==> src/hw/rtl/slm_pkg.sv <==
// ----------------------------------------------------------------------------
// slm_pkg
// Types and constants shared by the spin loop and liveness monitor.
// ----------------------------------------------------------------------------
`default_nettype none

package slm_pkg;

  localparam int unsigned CycW   = 64;
  localparam int unsigned CntW   = 32;
  localparam int unsigned CtxW   = 7;
  localparam int unsigned CfgIdW = 2;
  // base timeout (32 bits) times at most 64 context pairs
  localparam int unsigned LimW   = 39;

  localparam logic [31:0]     TimeoutRst = 32'd1000000;
  localparam logic [CtxW-1:0] HwCtxRst   = 7'd1;
  localparam logic            WdogRst    = 1'b1;

  typedef enum logic {
    OP_COMMIT = 1'b0,
    OP_CHECK  = 1'b1
  } op_e;

  typedef enum logic [CfgIdW-1:0] {
    CFG_TIMEOUT = 2'd0,
    CFG_HW_CTX  = 2'd1,
    CFG_WDOG_EN = 2'd2
  } cfg_idx_e;

  typedef enum logic [1:0] {
    CLS_USER   = 2'd0,
    CLS_KERNEL = 2'd1,
    CLS_IDLE   = 2'd2
  } spin_cls_e;

  typedef logic [2:0][CntW-1:0] trip_vec_t;
  typedef logic [2:0][CycW-1:0] span_vec_t;

  // One macro-boundary update for the spin tracker
  typedef struct packed {
    logic            apply;
    logic            pause;
    spin_cls_e       cls;
    logic [CycW-1:0] now;
    logic [CycW-1:0] span;
  } spin_req_t;

endpackage

`default_nettype wire

==> src/hw/rtl/slm_spin_track.sv <==
// ----------------------------------------------------------------------------
// slm_spin_track
// Spin loop detector: pause ops at macro boundaries enter and keep a loop,
// a run of macro ops without a pause leaves it. Trips and cycles per class.
// ----------------------------------------------------------------------------
`default_nettype none

module slm_spin_track import slm_pkg::*; #(
  parameter int unsigned SPIN_EXIT_LIMIT = 50
) (
  input  wire logic            clk_i,
  input  wire logic            rst_ni,
  input  wire spin_req_t       req_i,
  output logic [CycW-1:0]      start_o,
  output logic                 active_o,
  output trip_vec_t            trips_o,
  output span_vec_t            totals_o
);

  localparam logic [8:0] ExitLim = 9'(SPIN_EXIT_LIMIT);

  logic            active_q, active_d;
  logic [CycW-1:0] start_q, start_d;
  logic [7:0]      ops_q, ops_d;
  trip_vec_t       trips_q, trips_d;
  span_vec_t       totals_q, totals_d;
  logic [8:0]      ops_inc;

  assign ops_inc = {1'b0, ops_q} + 9'd1;

  always_comb begin
    active_d = active_q;
    start_d  = start_q;
    ops_d    = ops_q;
    trips_d  = trips_q;
    totals_d = totals_q;
    if (req_i.apply) begin
      if (req_i.pause) begin
        start_d  = req_i.now;
        ops_d    = '0;
        active_d = 1'b1;
        if (active_q) begin
          for (int i = 0; i < 3; i++) begin
            if (req_i.cls == spin_cls_e'(i)) begin
              trips_d[i]  = trips_q[i] + 32'd1;
              totals_d[i] = totals_q[i] + req_i.span;
            end
          end
        end
      end else if (active_q) begin
        // leave the loop once too many ops pass without a pause
        if (ops_inc > ExitLim) begin
          active_d = 1'b0;
        end
        ops_d = ops_inc[8] ? 8'hFF : ops_inc[7:0];
      end
    end
  end

  always_ff @(posedge clk_i or negedge rst_ni) begin
    if (!rst_ni) begin
      active_q <= 1'b0;
      start_q  <= '0;
      ops_q    <= '0;
      trips_q  <= '0;
      totals_q <= '0;
    end else begin
      active_q <= active_d;
      start_q  <= start_d;
      ops_q    <= ops_d;
      trips_q  <= trips_d;
      totals_q <= totals_d;
    end
  end

  assign start_o  = start_q;
  assign active_o = active_q;
  assign trips_o  = trips_q;
  assign totals_o = totals_q;

  // trips only count inside a loop that was already running
  a_trip_needs_loop: assert property (@(posedge clk_i) disable iff (!rst_ni)
    (trips_q != $past(trips_q)) |-> $past(active_q))
    else $error("spin trip counted outside a spin loop");

  // a pause always leaves the tracker in a loop with a cleared run length
  a_pause_enters: assert property (@(posedge clk_i) disable iff (!rst_ni)
    (req_i.apply && req_i.pause) |=> (active_q && ops_q == 8'd0))
    else $error("pause op did not restart the spin loop");

  // a loop is only left after a run of ops past the exit limit
  a_exit_after_run: assert property (@(posedge clk_i) disable iff (!rst_ni)
    $fell(active_q) |-> ({1'b0, $past(ops_q)} >= ExitLim))
    else $error("spin loop left before the exit limit");

endmodule

`default_nettype wire

==> src/hw/rtl/spin_loop_and_liveness_monitor.sv <==
// ----------------------------------------------------------------------------
// spin_loop_and_liveness_monitor
// Per-thread monitor of timer interrupts, spin loops and commit liveness.
// ----------------------------------------------------------------------------
// Takes one request per clock while the result channel is not stalled. A
// request is captured in an input register, where the cycle differences
// against the last commit, the interrupt start and the spin loop start are
// formed (forwarded from the request ahead of it) along with the liveness
// limit; as the request leaves the input register the state is updated and
// the result is loaded into the output register. Result fields show the
// counters as left by that request and are held while the output is
// stalled. Configuration writes are always ready and take effect on the
// next request.
`default_nettype none

module spin_loop_and_liveness_monitor import slm_pkg::*; #(
  parameter int unsigned SPIN_EXIT_LIMIT = 50
) (
  input  wire logic              clk_i,
  input  wire logic              rst_ni,
  // request channel
  input  wire logic              in_valid_i,
  output logic                   in_stall_o,
  input  wire logic              operation_i,
  input  wire logic [CycW-1:0]   now_cycle_i,
  input  wire logic              has_context_i,
  input  wire logic              sw_in_timer_irq_i,
  input  wire logic              end_of_macro_i,
  input  wire logic              is_pause_i,
  input  wire logic              is_idle_pause_i,
  input  wire logic              is_kernel_i,
  input  wire logic [CtxW-1:0]   active_sw_contexts_i,
  // result channel
  output logic                   out_valid_o,
  input  wire logic              out_stall_i,
  output logic                   timeout_flag_o,
  output logic                   spinning_o,
  output logic                   in_timer_irq_o,
  output logic [CntW-1:0]        timer_irq_count_o,
  output logic [CycW-1:0]        timer_irq_cycles_o,
  output logic [CntW-1:0]        user_spin_trips_o,
  output logic [CycW-1:0]        user_spin_cycles_o,
  output logic [CntW-1:0]        kernel_spin_trips_o,
  output logic [CycW-1:0]        kernel_spin_cycles_o,
  output logic [CntW-1:0]        idle_spin_trips_o,
  output logic [CycW-1:0]        idle_spin_cycles_o,
  // configuration write channel
  input  wire logic              cfg_valid_i,
  output logic                   cfg_ready_o,
  input  wire logic [CfgIdW-1:0] cfg_index_i,
  input  wire logic [31:0]       cfg_data_i
);

  // configuration
  logic [31:0]     timeout_q;
  logic [CtxW-1:0] hw_ctx_q;
  logic            wdog_q;

  // input register
  logic            s1_valid_q;
  op_e             s1_op_q;
  logic [CycW-1:0] s1_now_q;
  logic            s1_ctx_q, s1_swirq_q, s1_eom_q, s1_pause_q;
  spin_cls_e       s1_cls_q;
  logic [CycW-1:0] s1_elapsed_q, s1_irq_span_q, s1_spin_span_q;
  logic [LimW-1:0] s1_limit_q;

  // architectural state
  logic [CycW-1:0] last_commit_q;
  logic            irq_active_q;
  logic [CycW-1:0] irq_start_q;
  logic [CntW-1:0] irq_count_q;
  logic [CycW-1:0] irq_total_q;
  logic            timeout_flag_q;
  logic            out_valid_q;

  logic            in_acc, s1_adv, s1_commit;
  logic            irq_toggle;
  logic [CycW-1:0] last_eff, irq_start_eff, spin_start_eff, spin_start;
  logic [CtxW-1:0] act_min, act_cl, act_m1;
  logic [6:0]      mult;
  logic [LimW-1:0] limit_d;
  spin_cls_e       cls_d;
  spin_req_t       spin_req;
  logic            spin_active;
  trip_vec_t       spin_trips;
  span_vec_t       spin_totals;

  assign s1_adv     = s1_valid_q && (!out_valid_q || !out_stall_i);
  assign in_stall_o = s1_valid_q && !s1_adv;
  assign in_acc     = in_valid_i && !in_stall_o;
  assign s1_commit  = s1_valid_q && (s1_op_q == OP_COMMIT);
  assign irq_toggle = s1_commit && s1_ctx_q && (s1_swirq_q != irq_active_q);

  // forward the start marks that the request ahead is about to write
  assign last_eff       = s1_commit ? s1_now_q : last_commit_q;
  assign irq_start_eff  = (irq_toggle && !irq_active_q) ? s1_now_q : irq_start_q;
  assign spin_start_eff = (s1_commit && s1_eom_q && s1_pause_q) ? s1_now_q : spin_start;

  // liveness limit: T * (1 + (active - 1) / 2), active clamped to [1, hw]
  assign act_min = (active_sw_contexts_i < hw_ctx_q) ? active_sw_contexts_i : hw_ctx_q;
  assign act_cl  = (act_min == '0) ? CtxW'(1) : act_min;
  assign act_m1  = act_cl - CtxW'(1);
  assign mult    = {1'b0, act_m1[CtxW-1:1]} + 7'd1;
  assign limit_d = LimW'(timeout_q) * LimW'(mult);

  always_comb begin
    if (is_idle_pause_i) begin
      cls_d = CLS_IDLE;
    end else if (is_kernel_i) begin
      cls_d = CLS_KERNEL;
    end else begin
      cls_d = CLS_USER;
    end
  end

  always_ff @(posedge clk_i or negedge rst_ni) begin
    if (!rst_ni) begin
      timeout_q <= TimeoutRst;
      hw_ctx_q  <= HwCtxRst;
      wdog_q    <= WdogRst;
    end else if (cfg_valid_i && cfg_ready_o) begin
      case (cfg_idx_e'(cfg_index_i))
        CFG_TIMEOUT: timeout_q <= cfg_data_i;
        CFG_HW_CTX:  hw_ctx_q  <= cfg_data_i[CtxW-1:0];
        CFG_WDOG_EN: wdog_q    <= cfg_data_i[0];
        default: ;
      endcase
    end
  end

  assign cfg_ready_o = 1'b1;

  // input register
  always_ff @(posedge clk_i or negedge rst_ni) begin
    if (!rst_ni) begin
      s1_valid_q <= 1'b0;
    end else if (in_acc) begin
      s1_valid_q <= 1'b1;
    end else if (s1_adv) begin
      s1_valid_q <= 1'b0;
    end
  end

  always_ff @(posedge clk_i) begin
    if (in_acc) begin
      s1_op_q        <= op_e'(operation_i);
      s1_now_q       <= now_cycle_i;
      s1_ctx_q       <= has_context_i;
      s1_swirq_q     <= sw_in_timer_irq_i;
      s1_eom_q       <= end_of_macro_i;
      s1_pause_q     <= is_pause_i;
      s1_cls_q       <= cls_d;
      s1_elapsed_q   <= now_cycle_i - last_eff;
      s1_irq_span_q  <= now_cycle_i - irq_start_eff;
      s1_spin_span_q <= now_cycle_i - spin_start_eff;
      s1_limit_q     <= limit_d;
    end
  end

  // state update as the request leaves the input register
  always_ff @(posedge clk_i or negedge rst_ni) begin
    if (!rst_ni) begin
      last_commit_q  <= '0;
      irq_active_q   <= 1'b0;
      irq_start_q    <= '0;
      irq_count_q    <= '0;
      irq_total_q    <= '0;
      timeout_flag_q <= 1'b0;
    end else if (s1_adv) begin
      timeout_flag_q <= (s1_op_q == OP_CHECK) && wdog_q &&
                        (s1_elapsed_q >= CycW'(s1_limit_q));
      if (s1_commit) begin
        last_commit_q <= s1_now_q;
      end
      if (irq_toggle) begin
        irq_active_q <= !irq_active_q;
        if (irq_active_q) begin
          irq_count_q <= irq_count_q + 32'd1;
          irq_total_q <= irq_total_q + s1_irq_span_q;
        end else begin
          irq_start_q <= s1_now_q;
        end
      end
    end
  end

  always_ff @(posedge clk_i or negedge rst_ni) begin
    if (!rst_ni) begin
      out_valid_q <= 1'b0;
    end else if (s1_adv) begin
      out_valid_q <= 1'b1;
    end else if (!out_stall_i) begin
      out_valid_q <= 1'b0;
    end
  end

  assign spin_req.apply = s1_adv && s1_commit && s1_eom_q;
  assign spin_req.pause = s1_pause_q;
  assign spin_req.cls   = s1_cls_q;
  assign spin_req.now   = s1_now_q;
  assign spin_req.span  = s1_spin_span_q;

  slm_spin_track #(
    .SPIN_EXIT_LIMIT(SPIN_EXIT_LIMIT)
  ) u_spin (
    .clk_i   (clk_i),
    .rst_ni  (rst_ni),
    .req_i   (spin_req),
    .start_o (spin_start),
    .active_o(spin_active),
    .trips_o (spin_trips),
    .totals_o(spin_totals)
  );

  // state only moves when a result is loaded, so it doubles as the result
  assign out_valid_o          = out_valid_q;
  assign timeout_flag_o       = timeout_flag_q;
  assign spinning_o           = spin_active;
  assign in_timer_irq_o       = irq_active_q;
  assign timer_irq_count_o    = irq_count_q;
  assign timer_irq_cycles_o   = irq_total_q;
  assign user_spin_trips_o    = spin_trips[CLS_USER];
  assign user_spin_cycles_o   = spin_totals[CLS_USER];
  assign kernel_spin_trips_o  = spin_trips[CLS_KERNEL];
  assign kernel_spin_cycles_o = spin_totals[CLS_KERNEL];
  assign idle_spin_trips_o    = spin_trips[CLS_IDLE];
  assign idle_spin_cycles_o   = spin_totals[CLS_IDLE];

  a_irq_count_on_exit: assert property (@(posedge clk_i) disable iff (!rst_ni)
    (irq_count_q != $past(irq_count_q)) |-> $fell(irq_active_q))
    else $error("timer interrupt counted without an exit");

  a_commit_no_timeout: assert property (@(posedge clk_i) disable iff (!rst_ni)
    (s1_adv && s1_op_q == OP_COMMIT) |=> !timeout_flag_o)
    else $error("timeout flagged on a commit request");

  a_state_held_stalled: assert property (@(posedge clk_i) disable iff (!rst_ni)
    (out_valid_q && out_stall_i) |=>
      ($stable(last_commit_q) && $stable(irq_count_q) && $stable(irq_total_q)))
    else $error("state changed while result was stalled");

  a_no_result_from_empty: assert property (@(posedge clk_i) disable iff (!rst_ni)
    (!out_valid_q && !s1_valid_q) |=> !out_valid_q)
    else $error("result produced with no request in flight");

endmodule

`default_nettype wire

==> config.mk <==
export PLATFORM = sky130hd
export DESIGN_NAME = spin_loop_and_liveness_monitor
export DESIGN_NICKNAME = d
export VERILOG_FILES = /design/src/hw/rtl/slm_pkg.sv /design/src/hw/rtl/slm_spin_track.sv /design/src/hw/rtl/spin_loop_and_liveness_monitor.sv
export SDC_FILE = /design/constraint.sdc
export NUM_CORES = 2
export LEC_CHECK = 0
export BUFFER_PORTS_ARGS = -buffer_cell sky130_fd_sc_hd__buf_2
export CAP_MARGIN = 20
export CELL_PAD_IN_SITES_DETAIL_PLACEMENT = 0
export CELL_PAD_IN_SITES_GLOBAL_PLACEMENT = 1
export CORE_MARGIN = 1.5
export CORE_UTILIZATION = 44
export CTS_BUF_LIST = sky130_fd_sc_hd__clkbuf_16
export DETAILED_ROUTE_END_ITERATION = 8
export GPL_TIMING_DRIVEN = 0
export HOLD_SLACK_MARGIN = 0.05
export PLACE_DENSITY_LB_ADDON = 0.1
export SLEW_MARGIN = 5
export SYNTH_ARGS = -nofsm -noshare
export SYNTH_HDL_FRONTEND = slang
export SYNTH_SLANG_ARGS = --single-unit
==> constraint.sdc <==
create_clock -name clk_i -period 8.8 [get_ports clk_i]
set_input_delay 0.88 -clock clk_i [delete_from_list [all_inputs] [get_ports clk_i]]
set_output_delay 0.88 -clock clk_i [all_outputs]
set_load 0.05 [all_outputs]
Word-level counts from Yosys, hierarchy flattened
Index checks and enable logic that the tools add are counted.
{"block": "totals", "reg_bits": 931, "inputBits": 117, "out_inout_bits": 390, "elab_cells": 108}
{"block": "classes", "addsub": 14, "multipliers": 1, "order_cmp": 3, "n_eq_ne": 6, "mux": 16, "n_bitwise": 2, "n_reduce_logical": 35}
{"cell": "$add A64 B64 Y64", "count": 4}
{"cell": "$mux W64", "count": 3}
{"cell": "$sub A64 B64 Y64", "count": 3}
{"cell": "$add A32 B1 Y32 const B", "count": 4}
{"cell": "$ge A64 B39 Y1", "count": 1}
{"cell": "$mul A32 B7 Y39", "count": 1}
{"cell": "$mux W8", "count": 3}
{"cell": "$mux W7", "count": 2}
{"cell": "$logic_and A1 B1 Y1", "count": 13}
{"cell": "$reduce_and A2 Y1", "count": 6}
{"cell": "$reduce_and A4 Y1", "count": 3}
{"cell": "$add A8 B1 Y9 const B", "count": 1}
{"cell": "$gt A9 B6 Y1 const B", "count": 1}
{"cell": "$mux W1", "count": 8}
{"cell": "$add A6 B1 Y7 const B", "count": 1}
{"cell": "$logic_not A7 Y1", "count": 1}
{"cell": "$lt A7 B7 Y1", "count": 1}
{"cell": "$sub A7 B1 Y7 const B", "count": 1}
{"cell": "$reduce_and A3 Y1", "count": 2}
{"cell": "$logic_not A1 Y1", "count": 5}
{"cell": "$eq A2 B1 Y1 const B", "count": 2}
{"cell": "$eq A2 B2 Y1 const B", "count": 2}
{"cell": "$logic_not A2 Y1", "count": 2}
{"cell": "$reduce_bool A2 Y1", "count": 2}
{"cell": "4 further kinds", "count": 5}

Depth between registers and ports, before layout
{"block": "depth", "depth_word": 8, "depth_mapped": 42, "depth_no_buf": 40}

Hierarchy
From an unflattened synthesis, not the netlist that was laid out.
{"block": "hier_totals", "hier_cells": 7382, "area_unflattened_um2": 68782.2}
{"mod": "spin_loop_and_liveness_monitor", "instances": 1, "cells_per_inst": 4587, "area_per_inst_um2": 44169.9, "seq_area_each_um2": 15786.4}
{"mod": "slm_spin_track", "instances": 1, "cells_per_inst": 2795, "area_per_inst_um2": 24612.4, "seq_area_each_um2": 9033.7}

Least setup slack after synthesis
Ideal clock, no wire load.
{"block": "synth_timing", "path_type": "input port to flip-flop", "startpoint": "input port active_sw_contexts_i[1]", "endpoint": "register s1_limit_q[38], data pin", "setup_time_ns": 0.260, "arrival_ns": 8.615, "required_time_ns": 8.540, "setup_slack_ns": -0.074, "stages": 38, "n_path_buf": 2, "cell_sequence": "ha_1 -> a21o_1 -> a21o_1 -> a21o_1 -> a21o_1 -> a21o_1 -> a21o_4 -> buf_6 -> o31ai_1 -> ha_1 -> inv_1 -> nor3_1 -> xnor2_1 -> mux2i_1 -> a211oi_1 -> a21oi_2 -> xnor2_2 -> buf_6 -> [... 2 more ...] -> fa_1 -> fa_1 -> inv_1 -> fa_1 -> inv_1 -> ha_1 -> o21ai_0 -> nand2b_1 -> a21oi_1 -> o32ai_1 -> a22oi_1 -> a31o_2 -> o31ai_2 -> a311oi_1 -> o21bai_1 -> a21oi_1 -> o21ba_2 -> xnor2_1"}
{"block": "synth_via", "elab_chain_len": 7}
{"element": "start: declaration", "line": "spin_loop_and_liveness_monitor.sv:32", "text": "input wire logic [CtxW-1:0] active_sw_contexts_i,"}
{"element": "$lt A7 B7 Y1", "line": "spin_loop_and_liveness_monitor.sv:101", "text": "assign act_min = (active_sw_contexts_i < hw_ctx_q) ? active_sw_contexts_i : hw_ctx_q;"}
{"element": "$mux W7 (*)", "line": "spin_loop_and_liveness_monitor.sv:101"}
{"element": "$logic_not A7 Y1", "line": "spin_loop_and_liveness_monitor.sv:102", "text": "assign act_cl = (act_min == '0) ? CtxW'(1) : act_min;"}
{"element": "$mux W7 (*)", "line": "spin_loop_and_liveness_monitor.sv:102"}
{"element": "$sub A7 B1 Y7 (*)", "line": "spin_loop_and_liveness_monitor.sv:103", "text": "assign act_m1 = act_cl - CtxW'(1);"}
{"element": "$add A6 B1 Y7 (*)", "line": "spin_loop_and_liveness_monitor.sv:104", "text": "assign mult = {1'b0, act_m1[CtxW-1:1]} + 7'd1;"}
{"element": "$mul A32 B7 Y39 (*)", "line": "spin_loop_and_liveness_monitor.sv:105", "text": "assign limit_d = LimW'(timeout_q) * LimW'(mult);"}
{"element": "named net limit_d[38]", "line": "spin_loop_and_liveness_monitor.sv:82", "text": "logic [LimW-1:0] limit_d;"}
{"element": "end signal: assignment", "line": "spin_loop_and_liveness_monitor.sv:157", "text": "s1_limit_q <= limit_d;"}
{"element": "end: declaration", "line": "spin_loop_and_liveness_monitor.sv:66", "text": "logic [LimW-1:0] s1_limit_q;"}
The timed path passes the listed nets; every way through them passes the cells marked *.
A chain may end at the register's enable or synchronous reset.

Final worst setup path
{"block": "layout_timing", "startpoint": "register hw_ctx_q[1]", "endpoint": "register s1_limit_q[36], data pin"}
{"block": "layout_via", "elab_chain_len": 7}
{"element": "start: declaration", "line": "spin_loop_and_liveness_monitor.sv:56", "text": "logic [CtxW-1:0] hw_ctx_q;"}
{"element": "start signal: assignment", "line": "spin_loop_and_liveness_monitor.sv:120", "text": "hw_ctx_q <= HwCtxRst;"}
{"element": "start signal: assignment", "line": "spin_loop_and_liveness_monitor.sv:125", "text": "CFG_HW_CTX: hw_ctx_q <= cfg_data_i[CtxW-1:0];"}
{"element": "$lt A7 B7 Y1", "line": "spin_loop_and_liveness_monitor.sv:101"}
{"element": "$mux W7 (*)", "line": "spin_loop_and_liveness_monitor.sv:101"}
{"element": "$logic_not A7 Y1", "line": "spin_loop_and_liveness_monitor.sv:102"}
{"element": "$mux W7 (*)", "line": "spin_loop_and_liveness_monitor.sv:102"}
{"element": "$sub A7 B1 Y7 (*)", "line": "spin_loop_and_liveness_monitor.sv:103"}
{"element": "$add A6 B1 Y7 (*)", "line": "spin_loop_and_liveness_monitor.sv:104"}
{"element": "$mul A32 B7 Y39 (*)", "line": "spin_loop_and_liveness_monitor.sv:105"}
{"element": "named net limit_d[36]", "line": "spin_loop_and_liveness_monitor.sv:82"}
Marks and branches as above.

==> results_dict.tcl <==
set metrics [dict create \
    tritoncts_clock_tree "done" \
    hp-start "operation_i" \
    wire_length_per_cell_after_detailed_routing_um 20.8 \
    area.sequential_um2 24800 \
    fp.coreArea_um2 152000 \
    layout_setup_ws_ns 0.186 \
    fillers 14544 \
    floorplan.die_area_um2 155000 \
    most_common_cell_after_layout_fill_and_taps_aside "sky130_fd_sc_hd__nand2_1" \
    crit_slowest_cell "sky130_fd_sc_hd__fa_1" \
    hold_path_depth 1 \
    first_global_vias 53066 \
    cts_max_path_buffers 3 \
    grt_max_degree 105 \
    start_util_pct 44.3 \
    worstSetupStartpointType "register" \
    critPathMostFrequentCell "sky130_fd_sc_hd__a21o_1" \
    cts.clk_slew.worst_paths_ns 0.06 \
    tritoncts.num_buffers 114 \
    gr-max-usage-layer "met2" \
    yosys_warnings 0 \
    worst_skew_pair.late_latency_ns 0.74 \
    layout.cells.non_filler 9928 \
    floorplan.die.width_um 394 \
    cts_htree_levels 3 \
    worstReg2RegEnd "s1_limit_q[36]" \
    root_buffer "sky130_fd_sc_hd__clkbuf_16" \
    floorplan.io_pins 507 \
    worstMarginPinSlew_ns 1.14 \
    grt_use_met3_pct 3.62 \
    number_of_enable_type_register_cells_in_the_synthesized_netlist 302 \
    hold_viol_final 0 \
    post_route_cells_drive_above_1_share_pct 12.5 \
    routabilityCongestion 0.923 \
    drt_first_pass_iters 8 \
    routed_wl_um 206000 \
    grt.met2_usage_pct 42.7 \
    worst_clock_skew_ns 0.0431 \
    mostFrequentLayoutCells "sky130_fd_sc_hd__nand2_1, sky130_fd_sc_hd__dfrtp_1, sky130_fd_sc_hd__a21oi_1" \
    cts_sinks 931 \
    grt_util_met1_pct 34.4 \
    netlist_area_um2 67300 \
    syn2layout_area_growth_pct 14.5 \
    finalCriticalPeriod_ns 8.61 \
    endpoint_kind "register" \
    route.vias.total 53876 \
    final_net_count 8614 \
    worst_path_largest_cell_delay_ns 0.50 \
    power_leakage_uw 0.0367 \
    drt_drc_violations_left 0 \
    max_freq_ghz 0.116 \
    critPathRequiredTime_ns 9.27 \
    critPathMaxFanout 6 \
    count_of_buffers_from_port_buffering 505 \
    postSynthCellCount 7123 \
    r2r-start "hw_ctx_q[1]" \
    period_share_pct 97.9 \
    worst-r2r-setup-slack_ns 0.19 \
    worst_reg_to_reg_cells 38 \
    synth.avg_cell_area_um2 9.45 \
    num_rows 143 \
    multiInputGateArea_um2 40400 \
    outcome "complete, no violations" \
    timing.final.max_slew_violations 0 \
    synth.lib_cells_used.distinct 106 \
    worst-setup-path-type "register to register" \
    number_of_setup_violations_in_the_final_report 0 \
    syn-num-nets 7947 \
    critical_path_arrival_ns 9.08 \
    dominantRegCellSynth "sky130_fd_sc_hd__dfrtp_1" \
    power_per_unit_of_standard_cell_area_nw_per_um2 459 \
    grt_overflow_total 0 \
    gr-usage-all-layers_pct 26.0 \
    placedInstanceArea_um2 72700 \
    max_slew_margin_pct 24.1 \
    antenna_found_initial 34 \
    route.detailed.vias_per_inst 5.43 \
    synth_async_sr_flop_share_pct 67.6 \
    placedCellCount 9674 \
    place_hpwl_um 168000 \
    initialDrtViolationCount 3110 \
    vdd.ir_drop.worst_uv 453 \
    postLayoutCellArea_um2 77000 \
    die_y_um 394 \
    hold-path-endpoint "s1_op_q" \
    whs_ns 0.344 \
    max_cap_viol_count 0 \
    synth_sequential_area_ratio_pct 36.9 \
    worstHoldPathType "primary input to register" \
    ys_ff_latch 931 \
    grt_pass1_wl_um 315000 \
    placement.setup.worst_slack_ns -1.75 \
    antenna_violating_nets_post_route 0 \
]
[routing by layer]
metal / vias up / share of wire (%)
li1: 26707 / -
met1: 25662 / 45
met2: 1139 / 46
met3: 340 / 4.2
met4: 28 / 4.6
met5: - / 0.077
[flip-flops by register name, summed over array words and instances, names as in the netlist, 2 cells and up]
| name | flops |
|---|---|
| timer_irq_count_o | 32 |
| s1_irq_span_q | 64 |
| s1_elapsed_q | 64 |
| u_spin.ops_q | 8 |
| hw_ctx_q | 7 |
| u_spin.trips_o | 96 |
| u_spin.totals_o | 192 |
| timeout_q | 32 |
| timer_irq_cycles_o | 64 |
| s1_now_q | 64 |
| u_spin.start_o | 64 |
| s1_limit_q | 39 |
| s1_cls_q | 2 |
| s1_spin_span_q | 64 |
| irq_start_q | 64 |
| last_commit_q | 64 |
[per-stage QoR]
| step | setup TNS [ns] | total power (uW) | utilization (%) |
|---|---|---|---|
| 4_1_cts | 0 | 34500 | 50.4 |
| 2_1_floorplan | 0 | 24000 | - |
| 6_report | 0 | 35400 | 50.7 |
| 3_3_place_gp | -5396.37 | 29100 | 47.6 |
| 5_1_grt | -0.0751 | 38600 | 50.7 |
| 3_5_place_dp | -25.38 | 29200 | 47.9 |
[critical path: cells and delay by family, from the launching register on]
family | cells | cell delay [ns]
and+or+nand+nor | 3 | 0.35
xor gates and xnor gates | 3 | 0.54
buffers and inverters | 8 | 0.85
adders and majority gates | 7 | 2.59
DFF | 1 | 0.38
AOI/OAI and AO/OA | 16 | 3.49
muxes | 1 | 0.17
[synth_stat cells, types with 21 or more instances]
cell type                    n  area (um^2)
sky130_fd_sc_hd__xnor2_1   360         3150
sky130_fd_sc_hd__inv_1     367         1380
sky130_fd_sc_hd__o211ai_1   22          165
sky130_fd_sc_hd__ha_1      551         6890
sky130_fd_sc_hd__nor3_1     63          315
sky130_fd_sc_hd__and3_1     79          494
sky130_fd_sc_hd__o21a_1     46          345
sky130_fd_sc_hd__nand2b_1   78          488
sky130_fd_sc_hd__mux2i_1   198         1980
sky130_fd_sc_hd__nor2_1    319         1200
sky130_fd_sc_hd__o21ai_1    22          110
sky130_fd_sc_hd__nand3_1   158          791
sky130_fd_sc_hd__o21bai_1   77          578
sky130_fd_sc_hd__mux2_2    114         1280
sky130_fd_sc_hd__o21ai_0   493         2470
sky130_fd_sc_hd__a211oi_1   34          255
sky130_fd_sc_hd__a21boi_0   21          158
sky130_fd_sc_hd__and2_1    123          769
sky130_fd_sc_hd__a21oi_1   572         2860
sky130_fd_sc_hd__o31ai_1    29          218
sky130_fd_sc_hd__a21o_1    324         2430
sky130_fd_sc_hd__nand2_1   913         3430
sky130_fd_sc_hd__nor2b_1    98          613
sky130_fd_sc_hd__fa_1      156         3120
sky130_fd_sc_hd__a31oi_1    45          282
sky130_fd_sc_hd__xor2_1    226         1980
sky130_fd_sc_hd__nand4_1   119          744
sky130_fd_sc_hd__dfrtp_1   620        15500
sky130_fd_sc_hd__nor2b_2    24          210
sky130_fd_sc_hd__clkbuf_1  222          833
sky130_fd_sc_hd__edfxtp_1  302         9070
[cell families (layout without fill, tap and decap cells)]
group | after synthesis | after routing | synth area share (%)
adder cells (fa/ha/maj) | 707 | 707 | 14.9
flip-flops | 931 | 931 | 36.9
buffers and inverters | 629 | 1393 | 3.63
AO/OA/AOI/OAI | 1875 | 1875 | 17.4
multiplexers | 315 | 315 | 4.94
XOR/XNOR | 588 | 588 | 7.68
AND/OR/NAND/NOR | 2077 | 2077 | 14.6
other | 1 | 12 | 0.00557
[power by group]
part / internal (uW) / switching, uW / leakage, uW / total [uW]
registers: 6430 / 1060 / 0.0110 / 7480
clock network: 2570 / 1930 / 0.00190 / 4500
logic: 9380 / 14000 / 0.0238 / 23400
[how the worst max path moves through the flow]
stage	from	end	cells after the start
2_1_floorplan	active_sw_contexts_i[1]	s1_limit_q[38]	40
3_3_place_gp	rst_ni	last_commit_q[62]	1
3_5_place_dp	active_sw_contexts_i[1]	s1_limit_q[38]	37
4_1_cts	hw_ctx_q[1]	s1_limit_q[38]	37
5_1_grt	hw_ctx_q[1]	s1_limit_q[38]	39
6_report	hw_ctx_q[1]	s1_limit_q[36]	38
[what timing repair did]
action                                  CTS  global route
endpoints found under the setup margin   21            10
hold endpoints to repair                 27             0
hold buffers                              1             0
resized for setup                        46            41
gates cloned                              0             1
setup buffers                             8            23
pin swaps                                10            31
[final cells by class]
type	instances	area share [%]
Multi-Input combinational cell	5563	52.5
Sequential cell	931	32.2
Timing Repair Buffer	552	4.11
Clock buffer	119	3.87
Tap cell	2030	3.30
Inverter	367	1.79
Buffer	261	1.43
Clock inverter	94	0.773
Antenna cell	11	0.0357
Note: power is estimated with default switching activity, not from simulation.
